===== src/hdl/prs_pkg.sv =====
// Shared types and constants for the pattern replace stream block.
package prs_pkg;

    // Hard ceiling on pattern and replacement length in bytes
    localparam int unsigned BYTES_MAX = 8;

    // Configuration register indexes (paddr[4:3])
    localparam logic [1:0] REG_PATTERN_BYTES      = 2'd0;
    localparam logic [1:0] REG_PATTERN_LENGTH     = 2'd1;
    localparam logic [1:0] REG_REPLACEMENT_BYTES  = 2'd2;
    localparam logic [1:0] REG_REPLACEMENT_LENGTH = 2'd3;

    typedef enum logic [1:0] {
        ST_IDLE = 2'd0,   // waiting for a text byte
        ST_SCAN = 2'd1,   // checking the window, releasing or flushing
        ST_REPL = 2'd2    // sending the replacement bytes
    } state_t;

    // Per-cell command
    typedef struct packed {
        logic load;   // take the incoming text byte
        logic shift;  // take the neighbor's byte and valid
        logic kill;   // drop the held byte
    } cell_cmd_t;

endpackage


===== src/hdl/prs_cell.sv =====
// One window cell: holds a byte, shifts toward the front, compares to its pattern byte.
module prs_cell
    import prs_pkg::*;
(
    input  logic      aclk,
    input  logic      aresetn,
    input  cell_cmd_t cmd,
    input  logic [7:0] new_byte,
    input  logic [7:0] nbr_byte,
    input  logic       nbr_valid,
    input  logic [7:0] pat_byte,
    output logic [7:0] cell_byte,
    output logic       cell_valid,
    output logic       cell_match
);

    logic [7:0] byte_reg, byte_next;
    logic       valid_reg, valid_next;

    always_comb begin
        byte_next  = byte_reg;
        valid_next = valid_reg;
        if (cmd.load) begin
            byte_next  = new_byte;
            valid_next = 1'b1;
        end else if (cmd.shift) begin
            byte_next  = nbr_byte;
            valid_next = nbr_valid;
        end else if (cmd.kill) begin
            valid_next = 1'b0;
        end
    end

    always_ff @(posedge aclk) begin
        if (!aresetn) begin
            valid_reg <= 1'b0;
        end else begin
            valid_reg <= valid_next;
        end
    end

    always_ff @(posedge aclk) begin
        byte_reg <= byte_next;
    end

    assign cell_byte  = byte_reg;
    assign cell_valid = valid_reg;
    // an empty cell never breaks the prefix check
    assign cell_match = !valid_reg || (byte_reg == pat_byte);

endmodule


===== src/hdl/pattern_replace_stream_unit.sv =====
// Top level of the streaming find-and-replace block.
// Usage:
//   s_* channel carries the text, one byte per transfer; s_tlast marks the last byte
//   of a string. m_* channel carries results: m_tdata is the output byte, m_tuser
//   is has_byte (0 only for the empty end marker) and m_tlast is end_of_string.
//   The APB port holds the pattern (bytes at 0x00, length at 0x08) and the
//   replacement (bytes at 0x10, length at 0x18); write only between strings.
// Processing:
//   Each text byte is accepted into the window, then the window is checked.
//   Every result byte takes its own step in the cell chain: a release shifts
//   the whole row one cell toward the front, a replacement is sent one byte per
//   cycle while the output slot is free. A full match adds an entry and an exit
//   step around the replacement bytes.
// Reset:
//   aresetn (synchronous, active low) empties the window, drops any pending
//   result and restores the registers (pattern length 1, the rest zero).
// Backpressure:
//   A stalled m_tready holds the output register; the chain then waits and
//   s_tready stays low until the current byte is fully processed.
module pattern_replace_stream_unit
    import prs_pkg::*;
#(
    parameter int unsigned PATTERN_MAX = 8
)
(
    input  logic        aclk,
    input  logic        aresetn,
    // text in
    input  logic        s_tvalid,
    output logic        s_tready,
    input  logic [7:0]  s_tdata,    // [7:0] text_byte
    input  logic        s_tlast,    // is_last
    // results out
    output logic        m_tvalid,
    input  logic        m_tready,
    output logic [7:0]  m_tdata,    // [7:0] out_byte
    output logic        m_tuser,    // [0] has_byte
    output logic        m_tlast,    // end_of_string
    // configuration
    input  logic        psel,
    input  logic        penable,
    input  logic        pwrite,
    input  logic [4:0]  paddr,
    input  logic [63:0] pwdata,
    output logic [63:0] prdata,
    output logic        pready
);

    // number of window cells: one per usable pattern byte
    localparam int unsigned NCELL = (PATTERN_MAX < BYTES_MAX) ? PATTERN_MAX : BYTES_MAX;
    localparam int unsigned CNT_W = $clog2(NCELL + 1);

    // ------------------------------------------------------------------
    // Configuration registers
    // ------------------------------------------------------------------
    logic [63:0] pat_bytes_reg, rep_bytes_reg;
    logic [3:0]  pat_len_reg, rep_len_reg;
    logic        cfg_wr;
    logic [1:0]  cfg_idx;

    assign pready  = 1'b1;
    assign cfg_wr  = psel && penable && pwrite && pready;
    assign cfg_idx = paddr[4:3];

    always_ff @(posedge aclk) begin
        if (!aresetn) begin
            pat_bytes_reg <= '0;
            pat_len_reg   <= 4'd1;
            rep_bytes_reg <= '0;
            rep_len_reg   <= '0;
        end else if (cfg_wr) begin
            case (cfg_idx)
                REG_PATTERN_BYTES:      pat_bytes_reg <= pwdata;
                REG_PATTERN_LENGTH:     pat_len_reg   <= pwdata[3:0];
                REG_REPLACEMENT_BYTES:  rep_bytes_reg <= pwdata;
                REG_REPLACEMENT_LENGTH: rep_len_reg   <= pwdata[3:0];
                default: ;
            endcase
        end
    end

    always_comb begin
        case (cfg_idx)
            REG_PATTERN_BYTES:      prdata = pat_bytes_reg;
            REG_PATTERN_LENGTH:     prdata = {60'd0, pat_len_reg};
            REG_REPLACEMENT_BYTES:  prdata = rep_bytes_reg;
            REG_REPLACEMENT_LENGTH: prdata = {60'd0, rep_len_reg};
            default:                prdata = '0;
        endcase
    end

    // effective lengths: pattern clamped to 1..NCELL, replacement to 0..8
    logic [3:0]       plen4;
    logic [CNT_W-1:0] plen;
    logic [3:0]       rlen;

    always_comb begin
        if (pat_len_reg == 4'd0) begin
            plen4 = 4'd1;
        end else if (pat_len_reg > 4'(NCELL)) begin
            plen4 = 4'(NCELL);
        end else begin
            plen4 = pat_len_reg;
        end
        plen = CNT_W'(plen4);
        rlen = (rep_len_reg > 4'(BYTES_MAX)) ? 4'(BYTES_MAX) : rep_len_reg;
    end

    // ------------------------------------------------------------------
    // Control state
    // ------------------------------------------------------------------
    state_t           state_reg, state_next;
    logic [CNT_W-1:0] count_reg, count_next;   // bytes held in the window
    logic             released_reg, released_next;
    logic             emitted_reg, emitted_next;
    logic             last_reg, last_next;
    logic [3:0]       rep_idx_reg, rep_idx_next;

    logic             m_valid_reg, m_valid_next;
    logic [7:0]       m_byte_reg, m_byte_next;
    logic             m_has_reg, m_has_next;
    logic             m_end_reg, m_end_next;

    // cell row
    cell_cmd_t        cmd     [NCELL];
    logic [7:0]       c_byte  [NCELL];
    logic [NCELL-1:0] c_valid;
    logic [NCELL-1:0] c_match;

    logic             s_acc, out_free;
    logic [CNT_W-1:0] n_acc;
    logic             prefix;
    logic             scan_empty, scan_full, scan_hold;
    logic             rep_done;

    assign s_tready = (state_reg == ST_IDLE);
    assign s_acc    = s_tvalid && s_tready;
    assign out_free = !m_valid_reg || m_tready;

    // window bytes kept on a new byte: at most plen-1
    assign n_acc = (count_reg > plen - CNT_W'(1)) ? plen - CNT_W'(1) : count_reg;

    assign prefix     = &c_match;
    assign scan_empty = (count_reg == '0);
    assign scan_full  = prefix && (count_reg == plen) && !released_reg;
    assign scan_hold  = prefix && (count_reg != plen) && !last_reg;
    assign rep_done   = (rep_idx_reg == rlen);

    // next state
    always_comb begin
        state_next = state_reg;
        case (state_reg)
            ST_IDLE: begin
                if (s_acc) state_next = ST_SCAN;
            end
            ST_SCAN: begin
                if (scan_empty) begin
                    // empty end marker waits for a free output slot
                    if (!(last_reg && !emitted_reg) || out_free) state_next = ST_IDLE;
                end else if (scan_full) begin
                    state_next = ST_REPL;
                end else if (scan_hold) begin
                    state_next = ST_IDLE;
                end
            end
            ST_REPL: begin
                if (rep_done) state_next = ST_SCAN;
            end
            default: state_next = ST_IDLE;
        endcase
    end

    // datapath actions
    always_comb begin
        count_next    = count_reg;
        released_next = released_reg;
        emitted_next  = emitted_reg;
        last_next     = last_reg;
        rep_idx_next  = rep_idx_reg;
        m_valid_next  = m_valid_reg && !m_tready;
        m_byte_next   = m_byte_reg;
        m_has_next    = m_has_reg;
        m_end_next    = m_end_reg;
        for (int i = 0; i < NCELL; i++) begin
            cmd[i] = '{load: 1'b0, shift: 1'b0, kill: 1'b0};
        end

        case (state_reg)
            ST_IDLE: begin
                if (s_acc) begin
                    for (int i = 0; i < NCELL; i++) begin
                        cmd[i].load = (CNT_W'(i) == n_acc);
                        cmd[i].kill = (CNT_W'(i) > n_acc);
                    end
                    count_next    = n_acc + CNT_W'(1);
                    released_next = 1'b0;
                    emitted_next  = 1'b0;
                    last_next     = s_tlast;
                end
            end
            ST_SCAN: begin
                if (scan_empty) begin
                    if (last_reg && !emitted_reg && out_free) begin
                        m_valid_next = 1'b1;
                        m_byte_next  = 8'd0;
                        m_has_next   = 1'b0;
                        m_end_next   = 1'b1;
                        emitted_next = 1'b1;
                    end
                end else if (scan_full) begin
                    for (int i = 0; i < NCELL; i++) begin
                        cmd[i].kill = 1'b1;
                    end
                    count_next   = '0;
                    rep_idx_next = '0;
                end else if (!scan_hold && out_free) begin
                    // release the front byte, row moves one cell forward
                    for (int i = 0; i < NCELL; i++) begin
                        cmd[i].shift = 1'b1;
                    end
                    m_valid_next  = 1'b1;
                    m_byte_next   = c_byte[0];
                    m_has_next    = 1'b1;
                    m_end_next    = last_reg && (count_reg == CNT_W'(1));
                    count_next    = count_reg - CNT_W'(1);
                    released_next = 1'b1;
                    emitted_next  = 1'b1;
                end
            end
            ST_REPL: begin
                if (!rep_done && out_free) begin
                    m_valid_next = 1'b1;
                    m_byte_next  = rep_bytes_reg[{rep_idx_reg[2:0], 3'b000} +: 8];
                    m_has_next   = 1'b1;
                    m_end_next   = last_reg && (rep_idx_reg + 4'd1 == rlen);
                    emitted_next = 1'b1;
                    rep_idx_next = rep_idx_reg + 4'd1;
                end
            end
            default: ;
        endcase
    end

    always_ff @(posedge aclk) begin
        if (!aresetn) begin
            state_reg    <= ST_IDLE;
            count_reg    <= '0;
            released_reg <= 1'b0;
            emitted_reg  <= 1'b0;
            last_reg     <= 1'b0;
            rep_idx_reg  <= '0;
            m_valid_reg  <= 1'b0;
        end else begin
            state_reg    <= state_next;
            count_reg    <= count_next;
            released_reg <= released_next;
            emitted_reg  <= emitted_next;
            last_reg     <= last_next;
            rep_idx_reg  <= rep_idx_next;
            m_valid_reg  <= m_valid_next;
        end
    end

    always_ff @(posedge aclk) begin
        m_byte_reg <= m_byte_next;
        m_has_reg  <= m_has_next;
        m_end_reg  <= m_end_next;
    end

    assign m_tvalid = m_valid_reg;
    assign m_tdata  = m_byte_reg;
    assign m_tuser  = m_has_reg;
    assign m_tlast  = m_end_reg;

    // ------------------------------------------------------------------
    // Window cell chain: cell 0 is the front of the window
    // ------------------------------------------------------------------
    for (genvar g = 0; g < NCELL; g++) begin : g_cell
        logic [7:0] nbr_byte;
        logic       nbr_valid;
        if (g == NCELL - 1) begin : g_tail
            assign nbr_byte  = 8'd0;
            assign nbr_valid = 1'b0;
        end else begin : g_link
            assign nbr_byte  = c_byte[g + 1];
            assign nbr_valid = c_valid[g + 1];
        end
        prs_cell u_cell (
            .aclk       (aclk),
            .aresetn    (aresetn),
            .cmd        (cmd[g]),
            .new_byte   (s_tdata),
            .nbr_byte   (nbr_byte),
            .nbr_valid  (nbr_valid),
            .pat_byte   (pat_bytes_reg[8*g +: 8]),
            .cell_byte  (c_byte[g]),
            .cell_valid (c_valid[g]),
            .cell_match (c_match[g])
        );
    end

`ifndef SYNTHESIS
    // cell valid bits track the window count
    a_count_valid: assert property (@(posedge aclk) disable iff (!aresetn)
        $countones(c_valid) == int'(count_reg))
        else $error("window count and cell valid bits disagree");

    // the window is empty while the replacement goes out
    a_repl_empty: assert property (@(posedge aclk) disable iff (!aresetn)
        (state_reg == ST_REPL) |-> (count_reg == '0))
        else $error("window not empty during replacement");

    // an accepted byte always goes to the window check next
    a_acc_scan: assert property (@(posedge aclk) disable iff (!aresetn)
        s_acc |=> (state_reg == ST_SCAN))
        else $error("accepted byte not scanned");

    // window never exceeds the cell count after intake
    a_count_bound: assert property (@(posedge aclk) disable iff (!aresetn)
        s_acc |=> (count_reg <= CNT_W'(NCELL)))
        else $error("window overflow");
`endif

endmodule


===== config.mk =====
export PLATFORM = sky130hd
export DESIGN_NAME = pattern_replace_stream_unit
export DESIGN_NICKNAME = d
export VERILOG_FILES = /design/src/hdl/prs_pkg.sv /design/src/hdl/prs_cell.sv /design/src/hdl/pattern_replace_stream_unit.sv
export SDC_FILE = /design/constraint.sdc
export NUM_CORES = 1
export LEC_CHECK = 0
export BUFFER_PORTS_ARGS = -buffer_cell sky130_fd_sc_hd__buf_2
export CAP_MARGIN = 20
export CORE_UTILIZATION = 40
export DETAILED_ROUTE_END_ITERATION = 6
export SETUP_SLACK_MARGIN = 0.15
export SLEW_MARGIN = 10
export SYNTH_ARGS = -nofsm -noshare
export SYNTH_HDL_FRONTEND = slang
export SYNTH_SLANG_ARGS = --single-unit
export TNS_END_PERCENT = 10

===== constraint.sdc =====
create_clock -name aclk -period 10.4 [get_ports aclk]
set_input_delay 2.6 -clock aclk [delete_from_list [all_inputs] [get_ports aclk]]
set_output_delay 2.6 -clock aclk [all_outputs]
set_load 0.01 [all_outputs]

==> results of run 1 <==
Yosys cell counts (11+ instances only):
master,instances
nand2_1,292
nand4_1,19
nor3_1,11
xnor2_1,69
o21ai_0,24
edfxtp_1,74
mux2i_1,70
a21oi_1,147
dfxtp_1,158
ha_1,12
inv_1,14
mux2_2,64
mux4_2,20
nor2_1,92
clkbuf_1,64
routing by layer:
metal	up-vias	routed length (um)	part of all wire
li1	4651	-	-
met2	325	16010	0.47
met3	61	1869	0.055
met1	4623	15240	0.45
met5	-	0	0
met4	0	996	0.029
stage by stage:
step	hold WS [ns]	std cells	setup slack [ns]	area, um^2	power [W]
floorplan	0.4434	1269	3.846	11780	0.001567
global placement	0.4565	1740	3.442	12810	0.001718
detailed placement	0.4613	1740	3.463	12810	0.001722
CTS	0.4690	1789	3.456	13630	0.002609
global route	0.4870	1792	3.349	13650	0.002712
finish	0.4695	1792	3.419	13650	0.002598
power groups by stage:
stage	Sequential, W	Clock [W]	Combinational, W
2_1_floorplan	0.00114	0	0.000429
3_3_place_gp	0.00115	0	0.000568
3_5_place_dp	0.00115	0	0.000569
4_1_cts	0.00113	0.000902	0.000573
5_1_grt	0.00114	0.000934	0.000634
6_report	0.00113	0.000888	0.000577
worst paths after layout:
path	endpoint	from	slack, ns	cells after the start
max reg2reg	g_cell[0].u_cell.cell_byte[3]	pat_len_reg[1]	5.60	14
min	rep_bytes_reg[54]	rep_bytes_reg[54]	0.47	2
min reg2reg	rep_bytes_reg[54]	rep_bytes_reg[54]	0.47	2
max	prdata[55]	paddr[4]	3.42	5
final cells by class:
type                            count  area share
Tap cell                          384     0.03521
Clock buffer                       42     0.05767
Sequential cell                   232      0.3946
Inverter                           15    0.004310
Antenna cell                        1   0.0001834
Timing Repair Buffer              169     0.06400
Multi-Input combinational cell    942      0.4412
Clock inverter                      7    0.002751
cells by family (layout without fill, tap and decap cells):
logic type | count (synthesis) | count (layout) | share of synthesized area
simple gates | 475 | 475 | 0.1710
flops | 232 | 232 | 0.4575
compound gates | 227 | 227 | 0.1112
mux | 155 | 155 | 0.1603
buf+inv | 95 | 233 | 0.03252
xor+xnor | 71 | 71 | 0.05442
fa+ha+maj | 12 | 12 | 0.01275
other cells | 1 | 3 | 0.0003186
worst min-delay path: stages (launching register included):
cell and delay [ns]:
dfxtp_1 0.32, nand2_1 0.05, a21oi_1 0.05
==> results.md, run 1 <==
* Setup bufs post-CTS at 0
* Layout Utilization at 0.4729
* Clk buf depth at 3
* CTS clk-pin slew, worst paths at 0.05 ns
* Commonest non-fill, non-tap cells in the layout: 292 x nand2_1, 158 x dfxtp_1, 158 x buf_2
* GR peak layer: met2
* Yosys warns at 0
* Grt met3 use at 0.02675
* Final setup vio count at 0
* Worst relative slew slack at 0.2800
* Crit Path Max Fanout at 46
* Register area share after synthesis at 0.4575
* Ratio of cells with drive above 1 in the final layout at 0.2189
* Leakage at 5.054 nW
* Run status: completed
* Fin. Hold Viols at 0
* First-pass GRT wire length at between 50 and 60 mm
* Max-cap violations at 0
* Async S/R FF share, synth at 0
* Fin crit share at 0.6713
* Initial antenna violation count at 1
* WS Path Type: input port to output pin
* Post-Syn Area at 11,770 um^2
* Via count at 9,660
* Die area at 30,120 um^2
* GRT met1 Usage at 0.3000
* Cell mode on critical path: buf_4
* Sequential power share at 0.436
* Largest cells by area after synthesis: dfxtp_1 27%, edfxtp_1 19%, nand2_1 9.3%, a21oi_1 6.3%, mux2_2 6.1%
* Syn_area_per_cell at approximately 9.3 um^2
* P_int at roughly 0.0018 W
* Drt drc at 0
* Wire per inst at around 19 um
* Critical path cell sequence: buf_4 -> buf_4 -> mux2i_1 -> nor2_1 -> buf_2
* Worst Path Required at 7.80 ns
* Number of synthesized register bits at about 230
* Clk Latency, worst-skew pair at 0.54 ns
* Peak supply drop at 0.0001120 V
* Core area at 28,860 um^2
* FF+latch area at around 5400 um^2
* Clk sinks at 232
* Count of input and output buffers at ~160
* Grt ovf at 0
* Combinational power share at 0.222
* FP Rows at 62
* Cells after Synth at 1,268
* Period minus WS final at 6.981 ns
* Setup TNS at 0 ns
* Sw frac at 0.2975
* Antenna Nets Post-Route at 0
* Total track usage at 0.2213
* Vias in the first global route at approximately 9,000
* Root Buffer Master: clkbuf_16
* Critical path launch point type: input port
* Nets at 1,484
* Area leader, netlist: dfxtp_1
* Max-slew violation count at 0
* Synthesis-to-layout area growth at 15.92%
* Post-synth top area share at 0.2687
* IO Pins at approximately 160
* Slew @ Worst Pin at ~1.1 ns
* Vias per cell at roughly 5.4
* Multi-input gate area at 6021 um^2
* Cts hold-fix bufs at 0
* Min-Delay Path Class: flop to flop
* Top FF cell, synth: dfxtp_1
* Crit end category: output pin
* H-tree depth at 1
* Pwr dens at 190.4 nW/um^2
* CP peak stage delay at 0.76 ns
* Pin count of the biggest net entering global routing at 96
* Buf/Inv on CP at 3
* First DRT Iteration DRCs at 720
* Crit-path slowest cell: buf_4
* Die height at between 150 and 200 um
* Family with the most delay on the worst path: buffers and inverters
* Clock Power Share at 0.342
* Met2 Use GR at 0.3670
* CTS tree: done
* Switching pwr at 0.0007727 W
* Clk_skew at approximately 0.030 ns
* Worst Path Arrival at around 4.4 ns
* Drt pass-1 iters at 6
* Num CTS Buffers at 27
* Commonest non-fill, non-tap cell in the layout: nand2_1
* Gp weighted congestion at 0.8796
* Unrepaired setup endpoints after global routing: false
* Post-Route WL at between 30 and 40 mm
* Die X at roughly 170 um
* Fmax at 143.2 MHz
* CTS resizes at 0
* Post-DP HPWL at approximately 24 mm
* Distinct cells, synth at 65
* Initial Util at 0.4079
* Number of synthesized flops with an enable pin at 74
* Fillers at 2,781
Power figures use the tool's default switching activity.
==> run 2, diff against run 1 <==
Clock period 10.4 ns to 5.7 ns, I/O delays scaled along.
==> results.md, run 2 (synthesis results as in run 1) <==
* Run status: completed
* Root Buffer Master: clkbuf_16
* Gp weighted congestion at 0.8663
* GRT met1 Usage at 0.3105
* Clk Latency, worst-skew pair at 0.56 ns
* Fin crit share at 0.7770
* Vias in the first global route at 9,098
* Pin count of the biggest net entering global routing at 90
* Slew @ Worst Pin at approximately 1 ns
* Clk sinks at ~230
* Initial antenna violation count at 0
* Commonest non-fill, non-tap cells in the layout: 292 x nand2_1, 158 x dfxtp_1, 158 x buf_2
* Sequential power share at 0.430
* Critical path launch point type: flop
* Crit Path Max Fanout at 12
* Worst Path Arrival at approximately 4.6 ns
* Period minus WS final at around 4.4 ns
* Fmax at 225.8 MHz
* Setup TNS at 0 ns
* Pwr dens at 351.5 nW/um^2
* Antenna Nets Post-Route at 0
* Clk_skew at 0.02723 ns
* Synthesis-to-layout area growth at 16.43%
* Post-DP HPWL at 24.76 mm
* Final Cell Area at about 14,000 um^2
* Wire per inst at 19.07 um
* Max-cap violations at 0
* CTS tree: done
* Met2 Use GR at 0.3670
* Vias per cell at 5.385
* Num CTS Buffers at 27
* Cts hold-fix bufs at 0
* First-pass GRT wire length at 53.09 mm
* Post-DP Area at 12,840 um^2
* IO Pins at 162
* Count of input and output buffers at 157
* Final setup vio count at 0
* Core area at roughly 29,000 um^2
* Max-slew violation count at 0
* P_int at 0.003393 W
* Setup bufs post-CTS at 0
* Die height at 173.5 um
* Post-Route WL at 34.21 mm
* Die area at 30,120 um^2
* Leakage at 5.087 nW
* Clk buf depth at 3
* Commonest non-fill, non-tap cell in the layout: nand2_1
* Peak supply drop at 0.0002987 V
* Worst relative slew slack at 0.3248
* Drt pass-1 iters at 5
* H-tree depth at 1
* Fin. Hold Viols at 0
* Total track usage at 0.2257
* Via count at about 9,700
* GR peak layer: met2
* Grt ovf at 0
* CTS clk-pin slew, worst paths at 0.06 ns
* Drt drc at 0
* Grt met3 use at 0.02873
* Nets at ~1,500
* Die X at 173.5 um
* CTS resizes at 0
* Worst Path Required at a little under 6 ns
* Initial Util at 0.4079
* Ratio of cells with drive above 1 in the final layout at 0.2216
* Switching pwr at roughly 0.0014 W
* First DRT Iteration DRCs at 823
* Combinational power share at 0.221
* Sw frac at 0.2958
* Min-Delay Path Class: flop to flop
* WS Path Type: flop to flop
* Unrepaired setup endpoints after global routing: false
* FP Rows at 62
* Clock Power Share at 0.349
* Crit end category: flop
run 2: worst max-delay path, stage by stage, from the launching register on:
cell and delay (ns):
dfxtp_1 0.35, nor2_1 0.12, nor2_1 0.04, nor2_1 0.26
inv_1 0.20, ha_1 0.24, xnor2_1 0.33, ha_1 0.31
o21ai_0 0.18, a21oi_1 0.08, o21ai_0 0.16, buf_4 0.20
nand2_1 0.08, a21o_1 0.32, nor2b_1 0.78, nand2b_1 0.44
run 2: cell type report:
| cell class | instances | area, um^2 |
|---|---|---|
| flip-flops and latches | 232 | 5385 |
| repair buffers | 173 | 903.4 |
| multi-input cells | 942 | 6021 |
| well taps | 384 | 480.5 |
| clock buffers | 39 | 750.7 |
| inverters | 15 | 58.81 |
| clock inverters | 7 | 101.3 |
| diodes | 2 | 5.005 |
| fillers | 2739 | 15150 |
run 2: power by group through the flow:
stage	clock network [W]	logic, W	registers, W
after floorplan	0	0.000784	0.00208
after global placement	0	0.00104	0.00210
after detailed placement	0	0.00105	0.00210
after CTS	0.00171	0.00106	0.00207
after global routing	0.00178	0.00118	0.00209
final	0.00168	0.00107	0.00207
run 2: through the flow:
step | hold slack [ns] | util | total power, W | instances | setup slack, ns
global placement | 0.4555 | 0.4449 | 0.003141 | 1744 | 1.450
CTS | 0.4685 | 0.4744 | 0.004840 | 1790 | 1.329
global route | 0.4930 | 0.4748 | 0.005052 | 1792 | 0.8399
finish | 0.4673 | 0.4749 | 0.004818 | 1794 | 1.271
floorplan | 0.4434 | - | 0.002859 | 1269 | 1.496
detailed placement | 0.4604 | 0.4449 | 0.003156 | 1744 | 1.398
run 2: path summary, 6_finish.rpt:
check / slack (ns) / depth (start not counted) / startpoint / end
worst max-delay path: 1.27 / 15 / pat_len_reg[1] / g_cell[0].u_cell.cell_byte[3]
worst min-delay path: 0.47 / 2 / rep_bytes_reg[40] / rep_bytes_reg[40]
worst max register to register: 1.27 / 15 / pat_len_reg[1] / g_cell[0].u_cell.cell_byte[3]
worst min register to register: 0.47 / 2 / rep_bytes_reg[40] / rep_bytes_reg[40]
run 2: per-layer routing:
layer  vias to the layer above  part of all wire
met3                        56             0.056
met4                         0             0.028
met2                       292              0.47
met1                      4648              0.45
li1                       4665                 -
met5                         -                 0
==> run 3, diff against run 2 <==
Settings changed: ABC_AREA set to 1.
Clock period 5.7 ns to 4.6 ns, I/O delays scaled along.
==> results.md, run 3 <==
* CTS tree: done
* Fillers at 2,847
* Diodes inserted at 0
* CP Depth at 7
* Synth top cells by count: 242 x o21ai_0, 239 x nand2_1, 225 x nor2_1
* H-tree depth at 1
* Via count at about 11,000
* Number of synthesized flops with an enable pin at 74
* FF+latch area at ~5400 um^2
* Fmax at 284.3 MHz
* Max-slew violation count at 0
* Syn_area_per_cell at 7.750 um^2
* Worst Path Arrival at 2.37 ns
* Commonest non-fill, non-tap cells in the layout: 242 x o21ai_0, 239 x nand2_1, 225 x nor2_1
* Period minus WS final at 3.518 ns
* R2r startpoint: pat_len_reg[2]
* Cells after Synth at 1,495
* Vias in the first global route at 9,915
* Setup bufs post-CTS at 0
* Slew @ Worst Pin at 1.067 ns
* Clk sinks at 232
* Initial Util at 0.4114
* CP peak stage delay at 0.45 ns
* Yosys warns at 0
* Nets at 1,712
* Clk buf depth at 3
* Met2 Wirelength at 16.94 mm
* Setup crit start: paddr[4]
* Total track usage at 0.2489
* Post-Syn Area at 11,590 um^2
* IO Pins at roughly 160
* WS Path Type: input port to output pin
* Num CTS Buffers at 26
* Fin. Hold Viols at 0
* Top FF cell, synth: dfxtp_1
* Core area at between 20,000 and 30,000 um^2
* Post-Route WL at 36.85 mm
* Die area at 29,650 um^2
* Leakage at 5.575 nW
* Synthesis-to-layout area growth at 16.08%
* Pwr dens at between 500 and 600 nW/um^2
* Unrepaired setup endpoints after global routing: false
* Setup TNS at 0 ns
* Max-cap violations at 0
* Largest cells by area after synthesis: dfxtp_1 27%, edfxtp_1 19%, o21ai_0 10%, nand2_1 7.7%, nor2_1 7.3%
* Min-Delay Path Class: flop to flop
* Worst Path Required at 3.45 ns
* Uppermost layer routed: met4
* First DRT Iteration DRCs at 915
* Distinct cells, synth at 49
* Clk Latency, worst-skew pair at 0.53 ns
* WL met3 at around 2.5 mm
* Wire per inst at 18.30 um
* Async S/R FF share, synth at 0
* Area leader, netlist: dfxtp_1
* Cts hold-fix bufs at 0
* Ratio of cells with drive above 1 in the final layout at 0.1657
* CTS resizes at 0
* Post-DP HPWL at approximately 26 mm
* Family with the most delay on the worst path: buffers and inverters
* Post-synth top area share at 0.2730
* Root Buffer Master: clkbuf_16
* Gp weighted congestion at 0.8972
* Final setup vio count at 0
* Clk_skew at 0.01229 ns
* Drt pass-1 iters at 7
* Multi-input gate area at 5449 um^2
* Crit path to: prdata[49]
* Die height at 172.2 um
* Buf/Inv on CP at 5
* Drt drc at 0
* M1 WL at 16.61 mm
* Capturing point of the worst reg2reg path: g_cell[4].u_cell.cell_byte[4]
* Crit end category: output pin
* Count of input and output buffers at ~160
* Antenna Nets Post-Route at 0
* Run status: completed
* First-pass GRT wire length at roughly 56 mm
* Commonest non-fill, non-tap cell in the layout: o21ai_0
* Fin crit share at 0.7648
* Pin count of the biggest net entering global routing at 81
* Initial antenna violation count at 1
* Vias per cell at 5.251
* Crit-path slowest cell: buf_4
* Number of synthesized register bits at between 200 and 250
* Cell with the most instances after synthesis: o21ai_0
* Critical path launch point type: input port
* Register area share after synthesis at 0.4648
* Grt ovf at 0
* CTS clk-pin slew, worst paths at 0.06 ns
* FP Rows at 61
* Flop-to-flop setup slack at 1.12 ns
* Worst relative slew slack at 0.2877
* Total power at approximately 0.0069 W
* Die X at 172.2 um
* Critical path cell sequence: buf_2 -> inv_1 -> nor2_2 -> inv_1 -> buf_4 -> o22ai_1 -> buf_2
* Crit Path Max Fanout at 41
* Reg2reg path depth at 15
* Peak supply drop at between 0.0002 and 0.0003 V
run 3: report_power, final:
part / switching [W] / leakage, nW / internal, W / total [W]
Sequential: 0.000215 / 1.97 / 0.00262 / 0.00284
Clock: 0.000831 / 0.398 / 0.00115 / 0.00198
Combinational: 0.00137 / 3.20 / 0.000675 / 0.00204
Total: 0.00241 / 5.58 / 0.00445 / 0.00686
run 3: tightest hold or removal path: cells and delay by family (launching register included):
| family | cells | cell delay [ns] |
|---|---|---|
| AOI/OAI and AO/OA | 1 | 0.05 |
| buffers and inverters | 1 | 0.06 |
| DFF | 1 | 0.32 |
run 3: area by class of cell:
class	count	area share
Multi-Input combinational cell	1068	0.4052
Sequential cell	232	0.4004
Timing Repair Buffer	170	0.06587
Clock buffer	39	0.05731
Tap cell	378	0.03517
Inverter	117	0.03265
Clock inverter	9	0.003442
run 3: logic make-up after synthesis:
family                   share of synthesized area
AO/OA/AOI/OAI                               0.2109
XOR/XNOR                                   0.04827
adder cells (fa/ha/maj)                    0.01296
buffers and inverters                      0.06609
flip-flops                                  0.4648
other                                    0.0003237
AND/OR/NAND/NOR                             0.1967
run 3: per-stage QoR:
step	setup WS [ns]	cells	hold WS, ns	cell area [um^2]	util
after detailed placement	1.072	1965	0.4649	12630	0.4485
after global routing	0.8718	2013	0.4898	13450	0.4775
after floorplan	1.485	1496	0.4354	11590	-
final	1.082	2013	0.4764	13450	0.4775
after CTS	1.069	2013	0.4759	13450	0.4775
after global placement	1.099	1965	0.4619	12630	0.4485
run 3: layer usage:
layer / vias to the layer above / track usage
met5: - / 0
met4: 0 / 0.05848
met3: 53 / 0.03799
met2: 374 / 0.4123
met1: 4905 / 0.3396
li1: 5238 / -
run 3: how the worst min path moves through the flow:
stage,slack [ns],end,start,cells past startpoint
floorplan,0.44,rep_bytes_reg[33],rep_bytes_reg[33],2
global placement,0.46,rep_bytes_reg[7],rep_bytes_reg[7],2
detailed placement,0.46,rep_bytes_reg[33],rep_bytes_reg[33],2
CTS,0.48,rep_bytes_reg[33],rep_bytes_reg[33],2
global route,0.49,pat_bytes_reg[5],pat_bytes_reg[5],2
finish,0.48,pat_bytes_reg[4],pat_bytes_reg[4],2
